<file path="src/hdl/assert_macros.svh">
// Assertion macros shared by the damped spring force RTL.
// Depends on nothing; the bodies drop out when SYNTHESIS is defined.
`ifndef ASSERT_MACROS_SVH
`define ASSERT_MACROS_SVH
`ifndef SYNTHESIS
`define ASSERT_ALWAYS(label, clk, rst, prop) \
   label: assert property (@(posedge clk) disable iff (rst) (prop)) \
      else $error("assertion failed");
`define ASSERT_IMPLIES(label, clk, rst, ante, cons) \
   label: assert property (@(posedge clk) disable iff (rst) (ante) |-> (cons)) \
      else $error("assertion failed");
`define ASSERT_NEXT(label, clk, rst, ante, cons) \
   label: assert property (@(posedge clk) disable iff (rst) (ante) |=> (cons)) \
      else $error("assertion failed");
`else
`define ASSERT_ALWAYS(label, clk, rst, prop)
`define ASSERT_IMPLIES(label, clk, rst, ante, cons)
`define ASSERT_NEXT(label, clk, rst, ante, cons)
`endif
`endif

</file>
<file path="src/hdl/dsf_pkg.sv">
// Package of the damped spring force block: widths, register codes and
// the records that travel between the front end, the queue and the back end.
`timescale 1ns / 1ps
package dsf_pkg;
   localparam int unsigned COORD_W     = 32;
   localparam int unsigned DIFF_W      = 33;
   localparam int unsigned PROD_W      = 66;
   localparam int unsigned SUM_W       = 66;
   localparam int unsigned VD_W        = 67;
   localparam int unsigned ROOT_W      = 33;
   localparam int unsigned K_W         = 32;
   localparam int unsigned TERM_W      = 62;
   localparam int unsigned NUM1_W      = 65;
   localparam int unsigned PART_W      = 63;
   localparam int unsigned NUM2_W      = 94;
   localparam int unsigned DEN2_W      = 39;
   localparam int unsigned SMAG_W      = 63;
   localparam int unsigned PA_W        = 65;
   localparam int unsigned PB_W        = 64;
   localparam int unsigned NUM3_W      = 96;
   localparam int unsigned FORCE_QW    = 32;
   localparam int unsigned CSR_ADDR_W  = 3;
   localparam int unsigned CSR_DATA_W  = 32;
   localparam int unsigned QUEUE_DEPTH = 4;
   localparam logic [DEN2_W-1:0] DAMP_DIV = 39'd100;
   localparam logic [CSR_DATA_W-1:0] STIFFNESS_RESET   = 32'h0001_0000;
   localparam logic [CSR_DATA_W-1:0] REST_LENGTH_RESET = 32'h0001_0000;
   localparam logic REG_STIFFNESS   = 1'b0;
   localparam logic REG_REST_LENGTH = 1'b1;

   typedef struct packed {
      logic [K_W-1:0] stiffness;
      logic [K_W-1:0] rest_len;
   } cfg_type;

   typedef struct packed {
      logic [2:0][DIFF_W-1:0] d;
      logic [SUM_W-1:0]       sum_sq;
      logic                   vd_neg;
      logic [SUM_W-1:0]       vd_mag;
      logic                   zero;
   } entry_type;

   typedef struct packed {
      logic [2:0][DIFF_W-1:0] d;
      logic                   vd_neg;
      logic [SUM_W-1:0]       vd_mag;
      logic                   zero;
   } sq_tag_type;

   typedef struct packed {
      logic [2:0][DIFF_W-1:0] d;
      logic                   vd_neg;
      logic [ROOT_W-1:0]      root;
      logic                   zero;
   } divb_tag_type;

   typedef struct packed {
      logic [TERM_W-1:0]      m1;
      logic                   diff_neg;
      logic                   vd_neg;
      logic [2:0][DIFF_W-1:0] d;
      logic [ROOT_W-1:0]      root;
      logic                   zero;
   } divc_tag_type;
endpackage

</file>
<file path="src/hdl/dsf_fifo.sv">
// Short queue between the front end and the back end.
// Depends on dsf_pkg and assert_macros.svh.
`timescale 1ns / 1ps
`include "assert_macros.svh"
module dsf_fifo #(
   parameter int unsigned DEPTH = dsf_pkg::QUEUE_DEPTH
) (
   input  logic               clock,
   input  logic               reset,
   input  logic               in_valid,
   output logic               in_ready,
   input  dsf_pkg::entry_type in_entry,
   output logic               out_valid,
   input  logic               pop,
   output dsf_pkg::entry_type out_entry
);
   import dsf_pkg::*;

   localparam int unsigned PTR_W = (DEPTH > 1) ? $clog2(DEPTH) : 1;
   localparam int unsigned CNT_W = $clog2(DEPTH + 1);

   entry_type        slot_ff [DEPTH];
   logic [PTR_W-1:0] wr_ptr_ff, wr_ptr_in, rd_ptr_ff, rd_ptr_in;
   logic [CNT_W-1:0] count_ff, count_in;
   logic             push, take;

   assign in_ready  = (count_ff < CNT_W'(DEPTH));
   assign out_valid = (count_ff != '0);
   assign push      = in_valid && in_ready;
   assign take      = pop && out_valid;
   assign out_entry = slot_ff[rd_ptr_ff];

   always_comb begin
      wr_ptr_in = wr_ptr_ff;
      rd_ptr_in = rd_ptr_ff;
      count_in  = count_ff;
      if (push) begin
         wr_ptr_in = (wr_ptr_ff == PTR_W'(DEPTH - 1)) ? '0 : wr_ptr_ff + 1'b1;
      end
      if (take) begin
         rd_ptr_in = (rd_ptr_ff == PTR_W'(DEPTH - 1)) ? '0 : rd_ptr_ff + 1'b1;
      end
      if (push && !take) begin
         count_in = count_ff + 1'b1;
      end else if (take && !push) begin
         count_in = count_ff - 1'b1;
      end
   end

   always_ff @(posedge clock) begin
      if (reset) begin
         wr_ptr_ff <= '0;
         rd_ptr_ff <= '0;
         count_ff  <= '0;
      end else begin
         wr_ptr_ff <= wr_ptr_in;
         rd_ptr_ff <= rd_ptr_in;
         count_ff  <= count_in;
      end
   end

   always_ff @(posedge clock) begin
      if (push) begin
         slot_ff[wr_ptr_ff] <= in_entry;
      end
   end

   `ASSERT_ALWAYS(a_count_bound, clock, reset, count_ff <= CNT_W'(DEPTH))
   `ASSERT_NEXT(a_push_grows, clock, reset, push && !take, count_ff == $past(count_ff) + 1'b1)
   `ASSERT_NEXT(a_take_shrinks, clock, reset, take && !push, count_ff == $past(count_ff) - 1'b1)
endmodule

</file>
<file path="config.mk">
export PLATFORM = sky130hd
export DESIGN_NAME = dsf_fifo
export DESIGN_NICKNAME = d
export VERILOG_FILES = /design/src/hdl/dsf_pkg.sv /design/src/hdl/dsf_fifo.sv
export VERILOG_INCLUDE_DIRS = /design/src /design/src/hdl
export SDC_FILE = /design/constraint.sdc
export NUM_CORES = 1
export LEC_CHECK = 0
export ABC_AREA = 1
export ABC_CLOCK_PERIOD_IN_PS = 14700
export BUFFER_PORTS_ARGS = -buffer_cell sky130_fd_sc_hd__buf_2
export CAP_MARGIN = 25
export CORE_ASPECT_RATIO = 1.2
export CORE_UTILIZATION = 57
export DETAILED_ROUTE_END_ITERATION = 10
export GPL_ROUTABILITY_DRIVEN = 1
export PLACE_DENSITY = 0.79
export SYNTH_ARGS = -nofsm -noshare
export SYNTH_HDL_FRONTEND = slang
export SYNTH_SLANG_ARGS = --single-unit
</file>
<file path="constraint.sdc">
create_clock -name clock -period 14.7 [get_ports clock]
set_clock_uncertainty 0.1 [all_clocks]
set_input_delay 1.47 -clock clock [delete_from_list [all_inputs] [get_ports clock]]
set_output_delay 1.47 -clock clock [all_outputs]
set_load 0.02 [all_outputs]
</file>
==> summary.txt, run 1 <==
STA
  • Max-slew violations: 0
  • Unrepaired setup endpoints after global routing: false
  • Min Tclk post-route: 6160 ps
  • Period utilization: between 40% and 50%
  • Max Clk Rate: about 160 MHz
  • Worst-Margin Slew: 1110 ps
  • Final setup viols: 0
  • Fin. Hold Viols: 0
  • Setup TNS: 0 ps
  • Rel. slew slack: a little over a quarter

Route
  • Routed len/inst: about 22 um
  • Via/cell ratio: between 5 and 6
  • Pre-Repair DR Iteration Count: 7
  • Iteration-0 DRC Markers: between 2000 and 2500
  • DRT antenna net count: 0
  • Routed WL: 78900 um
  • Via Count: 21700
  • DRC: 0

Logic synthesis
  • Main synth FF type: edfxtp_1
  • Most frequent cell after synthesis: edfxtp_1
  • Syn Nets: between 2000 and 3000
  • Synth Area in Compound Gates: between 10% and 20%
  • Syn Inst Count: approximately 2300
  • Largest area contributor in the netlist: edfxtp_1
  • XOR/XNOR share of the synthesized area: 0%
  • Simple-gate share of the synthesized area: approximately 5.3%
  • Syn Std Cell Area: 34900 um2
  • Post-synthesis sequential area ratio: between 80% and 90%
  • Adder-cell share of the synthesized area: less than 1%
  • Yosys cell types: 23
  • Ys async rst share: 0%
  • Synth top cells by count: 932 x edfxtp_1, 479 x nor2_1, 414 x o21ai_0
  • Flops & latches, synth: ~940
  • Largest family of logic cells by synthesized area: compound AO/OA/AOI/OAI gates
  • Top cell type's share of synthesized area: roughly 80%
  • Mean post-synth cell area: roughly 15 um2
  • Top post-synthesis cells by area: edfxtp_1 80%, o21ai_0 5.9%, nor2_1 5.1%
  • Yosys warnings: 0
  • Post-synth EDFFs: 932
  • Mux cell area share after synthesis: 0%

GRT
  • Initial antenna violation count: 26
  • GRT Total Usage: about a quarter
  • GR Overflow Total: 0
  • Busiest grt layer: met2
  • Grt met3 use: 6.01%
  • Vias in the first global route: around 21000
  • Largest net degree at the start of global routing: between 200 and 300
  • First-pass GRT wire length: ~120000 um
  • GRT met2 Usage: about two fifths
  • Met1 Usage GRT: around a third

Layout
  • Syn-to-layout area delta: 15.6%
  • Layout cells sized above 1: 22.2%
  • FILL cells: 4032
  • Final instance area: between 40000 and 50000 um2
  • Total Nets Final: 2994

Floorplan
  • Core Footprint: between 60000 and 70000 um2
  • Initial Util: between 50% and 60%
  • Rows: 99
  • Die Wd: roughly 230 um
  • Die H: between 200 and 300 um
  • Die area: 62300 um2
  • Boundary pin count: ~470

Outcome
  • Status: finished clean

Power and ir drop
  • Pwr dens: about 190 nW/um2
  • P_leak: between 10 and 15 nW
  • Peak supply drop: 244 uV
  • Total power: approximately 7.7 mW

CTS
  • CTS tree: built
  • Clock root buffer: clkbuf_16
  • CTS Buffer Depth: 3
  • CTS sink count: between 900 and 1000
  • Num CTS Buffers: 85
  • Worst-path clk slew: around 60 ps
  • H-tree Lvls: 3
  • Post_cts resized: 0
  • Hold_buf cts: 0
  • Post-CTS Setup Inserts: 0
  • Worst-Skew Late Latency: 610 ps

Critical path
  • Critical Path RT: about 13000 ps
  • Flop2flop setup slack: approximately 11000 ps
  • Critical path capture point type: output port
  • Max FO, Critical Path: about 260
  • Arrival time at the worst endpoint: about 4600 ps
  • CP startpoint kind: register
  • CP Class: reg -> out

Placed design
  • Post-DP HPWL: between 40000 and 50000 um
  • Port bufs: 471
  • Placed Area: ~38000 um2
  • GP Congestion: between 0.8 and 0.9

Run
  • MaxCap Viol Count: 0

Worst hold path
  • Hold crit path type: reg -> reg
## final timing paths
check,end,start,depth (start not counted)
min reg2reg,count_ff[0],count_ff[0],1
min,count_ff[0],count_ff[0],1
max,out_entry[61],register,7
max reg2reg,slot_ff[0][86],count_ff[2],6
## flip-flops by register name (all words and copies together), names as in the netlist, named ones only
| name | flops |
|---|---|
| count_ff | 3 |
| rd_ptr_ff | 2 |
| slot_ff | 932 |
| wr_ptr_ff | 2 |
## routing by layer
layer / vias up / part of all wire [%]
li1: 9671 / -
met1: 10800 / 37
met2: 1028 / 49
met3: 185 / 9.8
met4: 16 / 3.5
met5: - / 0.13
## area by class of cell
class / count / area [um2] / share of cell area (%)
sequential: 941 / 28200 / 69.7
timing repair buffer: 500 / 2640 / 6.52
tap: 808 / 1010 / 2.50
antenna: 21 / 52.6 / 0.130
clock inverter: 43 / 297 / 0.734
multi-input combinational: 1206 / 5810 / 14.4
clock buffer: 114 / 2360 / 5.84
inverter: 16 / 77.6 / 0.192
## power breakdown
part / switching (mW) / internal (mW) / total (mW)
logic: 1.60 / 0.602 / 2.20
clock network: 0.914 / 1.18 / 2.10
registers: 0.105 / 3.26 / 3.36
## logic make-up (layout without fill, tap and decap cells)
group	count (synthesis)	count (layout)
compound gates	707	707
fa+ha+maj	7	7
buf+inv	170	673
flops	941	941
other cells	0	21
simple gates	492	492
## per-stage QoR
step	util, %	hold WS (ps)	cells	setup WS (ps)
finish	66.6	437	3649	8540
global route	66.6	478	3645	8110
CTS	66.4	436	3626	8450
detailed placement	62.0	422	3469	9110
global placement	62.0	381	3468	9300
floorplan	-	366	2317	2480
## placed cells by master, fill, tap and decap left out
cell type	n
clkinv_8	3
o22ai_1	233
buf_4	26
dfxtp_1	7
buf_16	3
edfxtp_1	932
ha_1	6
dfxtp_4	2
nand4_1	1
nor2_4	4
clkbuf_1	21
clkinv_1	18
clkbuf_16	89
diode_2	21
o21ai_0	414
inv_6	2
clkinv_2	18
inv_1	14
buf_2	471
fa_1	1
a21oi_1	4
bufinv_16	3
clkinvlp_4	1
clkbuf_8	4
o21ai_1	56
nand3b_1	1
nor2_1	475
nand3_1	1
nand2_1	10
## critical path, cell delays in order, from the launching register on
cell and delay (ps):
dfxtp_4 980, clkinv_8 900, buf_4 750, buf_4 400, buf_16 240, o21ai_1 220
o22ai_1 110, buf_2 170
No activity file was read; power rests on OpenSTA's default activity.
==> run 2, diff against run 1 <==
- ABC_CLOCK_PERIOD_IN_PS: 14700 -> 5100
- CORE_UTILIZATION: 57 -> 52
- PLACE_DENSITY: 0.79 -> 0.76
- clock period: 14.7 -> 5.1 ns (I/O delays scaled with it)
==> summary.txt, run 2 (synthesis gave the netlist of run 1 again) <==
Layout
  • Most common cell after layout, fill and taps aside: edfxtp_1 (unchanged)
  • Multi-input gate area: 5810 um2 (unchanged)
  • Most used cells in the layout excluding fill and tap cells: 932 x edfxtp_1, 475 x nor2_1, 471 x buf_2 (unchanged)
  • Max reg flops: 932 (unchanged)
  • Layout cells sized above 1: 20.9% (was 22.2%)
  • Syn-to-layout area delta: 23.4% (was 15.6%)
  • FILL cells: 4346 (was 4032)
  • Final non-filler cell total: 3963 (was 3649)
  • Total Nets Final: 3234 (was 2994)
  • Biggest regs: slot_ff x932, count_ff x3 (unchanged)
  • Register area: 28200 um2 (unchanged)
  • Top reg by flops: slot_ff (unchanged)

Power and ir drop
  • Peak supply drop: 505 uV (was 244 uV)
  • Pwr dens: 526 nW/um2 (was 190 nW/um2)
  • P_leak: 15.1 nW (was 14.0 nW)
  • Total power: 22.7 mW (was 7.66 mW)

Critical path
  • Buffer and inverter count on the worst path: 3 (was 5)
  • Arrival time at the worst endpoint: 3150 ps (was 4590 ps)
  • Critical path capture point type: output port (unchanged)
  • Critical Path RT: 4490 ps (was 13130 ps)
  • CP Class: reg -> out (unchanged)
  • Flop2flop setup slack: 2480 ps (was 10750 ps)
  • Critical Path, Cell by Cell: clkinv_8 -> buf_4 -> o21ai_0 -> o22ai_1 -> buf_2 (was clkinv_8 -> buf_4 -> buf_4 -> buf_16 -> o21ai_1 -> o22ai_1 -> buf_2)
  • Crit path max-delay family: buffers and inverters (unchanged)
  • Slowest CP cell: clkinv_8 (was dfxtp_4)
  • CP startpoint kind: register (unchanged)
  • Max FO, Critical Path: 190 (was 255)
  • Max incr delay on CP: 610 ps (was 980 ps)

Floorplan
  • Die Wd: 239 um (was 228 um)
  • Rows: 103 (was 99)
  • Core Footprint: 66100 um2 (was 60700 um2)
  • Die H: 286 um (was 273 um)
  • Initial Util: 52.9% (was 57.6%)
  • Boundary pin count: 472 (unchanged)
  • Die area: 68300 um2 (was 62300 um2)

Route
  • Via Count: 22900 (was 21700)
  • Routed WL: 86400 um (was 78900 um)
  • Via/cell ratio: 5.78 (was 5.94)
  • Iteration-0 DRC Markers: 2002 (was 2371)
  • Routed len/inst: 21.8 um (was 21.6 um)
  • DRC: 0 (unchanged)
  • DRT antenna net count: 0 (unchanged)
  • Pre-Repair DR Iteration Count: 6 (was 7)

GRT
  • GRT Total Usage: 24.6% (was 24.3%)
  • Largest net degree at the start of global routing: 225 (was 256)
  • Initial antenna violation count: 8 (was 26)
  • First-pass GRT wire length: 129000 um (was 117000 um)
  • Vias in the first global route: 23400 (was 20800)
  • GR Overflow Total: 0 (unchanged)

STA
  • Unrepaired setup endpoints after global routing: false (unchanged)
  • Min Tclk post-route: 3760 ps
  • Post-route setup slack: 1340 ps (was 8540 ps)
  • Period utilization: 73.6%
  • Final setup viols: 0 (unchanged)
  • Fin. Hold Viols: 0 (unchanged)
  • Worst-Margin Slew: 1180 ps (was 1110 ps)
  • Max-slew violations: 0 (unchanged)
  • Rel. slew slack: 21.3% (was 26.1%)
  • Max Clk Rate: ~270 MHz

CTS
  • CTS tree: built (unchanged)
  • H-tree Lvls: 3 (unchanged)
  • Post_cts resized: 0 (unchanged)
  • Clock root buffer: clkbuf_16 (unchanged)
  • Worst-Skew Late Latency: 620 ps (was 610 ps)
  • Post-CTS Setup Inserts: 0 (unchanged)
  • Num CTS Buffers: 88 (was 85)
  • CTS Buffer Depth: 3 (unchanged)
  • CTS sink count: 941 (unchanged)
  • Worst-path clk slew: 60 ps (about the same)
  • Hold_buf cts: 231 (was 0)

Placed design
  • Post-DP HPWL: 46700 um (was 44700 um)
  • Dpl ws: 2050 ps (was 9110 ps)
  • Placed insts: 3560 (was 3469)
  • GP Congestion: 0.801 (was 0.860)
  • Port bufs: 471 (unchanged)

Worst hold path
  • Hold crit path type: in -> reg (was reg -> reg)

Run
  • MaxCap Viol Count: 0 (unchanged)

Outcome
  • Status: finished clean (unchanged)
run 2: cell count changes in the layout (fill, tap and decap cells not counted), moves of 4 or more:
cell,delta
dlygate4sd3_1,+231
buf_12,+17
diode_2,-11
buf_4,-8
clkbuf_8,-4
clkinv_1,-4
clkinv_2,+4
run 2: final cells by class:
type | count | share of cell area, %
antenna | 10 | 0.0580
clock buffer | 109 | 5.34
timing repair buffer | 737 | 11.9
clock inverter | 52 | 1.07
sequential | 941 | 65.4
inverter | 16 | 0.180
multi-input combinational | 1206 | 13.5
tap | 892 | 2.59
run 2: where the power goes:
part           internal (mW)  total (mW)  switching [mW]  leakage [nW]
combinational           1.88        6.78            4.89          5.10
sequential              9.38        9.61           0.226          8.60
clock                   3.54        6.31            2.77          1.36
run 2: path summary, 6_finish.rpt:
path	from	endpoint	cells after the start
max	register	out_entry[6]	5
min	in_entry[163]	slot_ff[1][163]	1
max reg2reg	count_ff[2]	slot_ff[2][224]	4
min reg2reg	count_ff[0]	count_ff[0]	1
run 2: layer usage:
layer,global-route usage [%],vias up,routed length (um)
met5,0,-,0
met4,11.1,0,3110
met3,6.08,211,8150
met2,42.3,1201,43800
met1,29.3,11300,31400
li1,-,10200,-
run 2: stage by stage:
stage	hold slack, ps	TNS (ps)	utilization [%]	area, um2
final	35.7	0	65.2	43100
after global routing	5.93	0	65.2	43100
after CTS	0.880	0	65.1	43100
after detailed placement	401	0	57.5	38000
after global placement	380	0	57.5	38000
after floorplan	366	-2123580	-	35000
==> run 3, diff against run 2 <==
- ABC_CLOCK_PERIOD_IN_PS: 5100 -> 3500
- CORE_UTILIZATION: 52 -> 57
- PLACE_DENSITY: 0.76 -> 0.79
- clock period: 5.1 -> 3.5 ns (I/O delays scaled with it)
==> summary.txt, run 3 (synthesis gave the netlist of run 1 again) <==
Power and ir drop
  • Clock share of power: 28.4% (was 27.8%)
  • P_leak: 15.1 nW (about the same)
  • Flop pwr share: 41.6% (was 42.3%)
  • Peak supply drop: 564 uV (was 505 uV)
  • Switching part of the total: 34.5% (was 34.8%)
  • Combinational Power Share: 30.0% (was 29.9%)
  • Pwr dens: 776 nW/um2 (was 526 nW/um2)
  • P_sw: 11.6 mW (was 7.89 mW)
  • Int Pwr: 22.0 mW (was 14.8 mW)

Route
  • Pre-Repair DR Iteration Count: 5 (was 6)
  • Routed len/inst: 22.8 um (was 21.8 um)
  • Via Count: 23200 (was 22900)
  • Routed WL: 88500 um (was 86400 um)
  • Iteration-0 DRC Markers: 2542 (was 2002)
  • DRT antenna net count: 0 (unchanged)
  • Via/cell ratio: 5.97 (was 5.78)
  • DRC: 0 (unchanged)

CTS
  • Num CTS Buffers: 87 (was 88)
  • CTS tree: built (unchanged)
  • CTS sink count: 941 (unchanged)
  • H-tree Lvls: 3 (unchanged)
  • Post_cts resized: 0 (unchanged)
  • Post-CTS Setup Inserts: 0 (unchanged)
  • CTS Buffer Depth: 3 (unchanged)
  • Clock root buffer: clkbuf_16 (unchanged)
  • Worst-Skew Late Latency: 610 ps (was 620 ps)
  • Worst-path clk slew: 80 ps (was 60 ps)

STA
  • Rel. slew slack: 54.2% (was 21.3%)
  • Setup TNS: 0 ps (unchanged)
  • Fin. Hold Viols: 0 (unchanged)
  • Worst-Margin Slew: 688 ps (was 1180 ps)
  • Max Clk Rate: about 320 MHz
  • Final setup viols: 0 (unchanged)
  • Unrepaired setup endpoints after global routing: false (unchanged)
  • Min Tclk post-route: around 3100 ps
  • Period utilization: about 90%
  • Max-slew violations: 0 (unchanged)

Floorplan
  • Core Footprint: 60700 um2 (was 66100 um2)
  • Rows: 99 (was 103)
  • Die area: 62300 um2 (was 68300 um2)
  • Die H: 273 um (was 286 um)
  • Boundary pin count: 472 (unchanged)
  • Initial Util: 57.6% (was 52.9%)
  • Die Wd: 228 um (was 239 um)

Critical path
  • Critical path capture point type: output port (unchanged)
  • FF-to-FF Start: wr_ptr_ff[0] (was count_ff[2])
  • Critical Path RT: 3050 ps (was 4490 ps)
  • CP Class: reg -> out (unchanged)
  • Max FO, Critical Path: 140 (was 190)
  • Arrival time at the worst endpoint: 2690 ps (was 3150 ps)
  • CP startpoint kind: register (unchanged)
  • R2R depth: 5 (was 4)

Layout
  • Final non-filler cell total: 3887 (was 3963)
  • Util after Layout: 71.3% (was 65.2%)
  • Max reg flops: 932 (unchanged)
  • Layout cells sized above 1: 21.1% (was 20.9%)
  • Most common cell after layout, fill and taps aside: edfxtp_1 (unchanged)
  • Most used cells in the layout excluding fill and tap cells: 932 x edfxtp_1, 475 x nor2_1, 471 x buf_2 (unchanged)
  • Syn-to-layout area delta: 23.8% (was 23.4%)
  • FILL cells: 3570 (was 4346)
  • Total Nets Final: 3239 (was 3234)
  • Top reg by flops: slot_ff (unchanged)
  • Biggest regs: slot_ff x932, count_ff x3 (unchanged)

GRT
  • Largest net degree at the start of global routing: 141 (was 225)
  • Busiest grt layer: met2 (unchanged)
  • Grt met3 use: 6.50% (was 6.08%)
  • Met1 Usage GRT: 34.3% (was 29.3%)
  • GRT met2 Usage: 47.3% (was 42.3%)
  • GRT Total Usage: 27.6% (was 24.6%)
  • Vias in the first global route: 23000 (was 23400)
  • GR Overflow Total: 0 (unchanged)
  • Initial antenna violation count: 13 (was 8)
  • First-pass GRT wire length: 132000 um (was 129000 um)

Outcome
  • Status: finished clean (unchanged)

Run
  • MaxCap Viol Count: 0 (unchanged)

Placed design
  • Post-DP HPWL: 46200 um (was 46700 um)
  • Port bufs: 471 (unchanged)
  • Placed insts: 3477 (was 3560)
  • GP Congestion: 0.793 (was 0.801)

Worst hold path
  • Worst Hold Path Cells: 2 (was 1)
  • Hold_sp: in_entry[56] (was in_entry[163])
  • Hold crit path type: in -> reg (unchanged)
[run 3: cell types whose count changed in the layout (fill, tap and decap cells not counted), sizes merged]
cell / change
bufinv: +5
clkbuf: -9
inv: -2
clkinv: +4
dlygate4sd3: +6
diode: +4
[run 3: final timing paths]
check	end	slack, ps
max	out_entry[19]	360
min	slot_ff[3][56]	370
max reg2reg	slot_ff[0][134]	1510
min reg2reg	wr_ptr_ff[1]	410
[run 3: per-stage QoR]
step	hold WS, ps	power [mW]	setup WS (ps)	area (um2)
6_report	374	33.6	361	43300
5_1_grt	359	34.8	239	43300
4_1_cts	337	33.4	400	43200
3_5_place_dp	403	23.7	1060	38000
3_3_place_gp	382	23.4	1110	38000
2_1_floorplan	349	20.4	-1010	35000
[run 3: repair_timing]
action / CTS / global route
endpoints found under the setup margin: 0 / 0
hold buffers: 237 / 0
hold endpoints to repair: 941 / 0
[run 3: layer usage]
layer	routed length, um	up-vias
met2	45000	1336
met5	21	-
met3	8660	219
met4	3050	4
met1	31800	11500
li1	-	10200
[run 3: final cells by class]
type | instances | area (um2) | share of cell area (%)
inverter | 16 | 80.1 | 0.185
antenna | 14 | 35.0 | 0.0810
clock buffer | 100 | 2270 | 5.24
sequential | 941 | 28200 | 65.1
tap | 808 | 1010 | 2.34
clock inverter | 59 | 604 | 1.40
multi-input combinational | 1206 | 5830 | 13.5
timing repair buffer | 743 | 5270 | 12.2
[run 3: power by group through the flow]
stage               clock network [mW]  registers [mW]  logic (mW)
global route                      10.0            14.0        10.7
finish                            9.54            14.0        10.1
global placement                     0            14.1        9.33
floorplan                            0            14.2        6.22
CTS                               9.57            13.9        9.86
detailed placement                   0            14.2        9.56
[run 3: critical path: stages (launching register included)]
cell and delay (ps):
dfxtp_4 390, buf_12 330, buf_12 510, o21ai_0 260
o22ai_1 230, buf_2 200
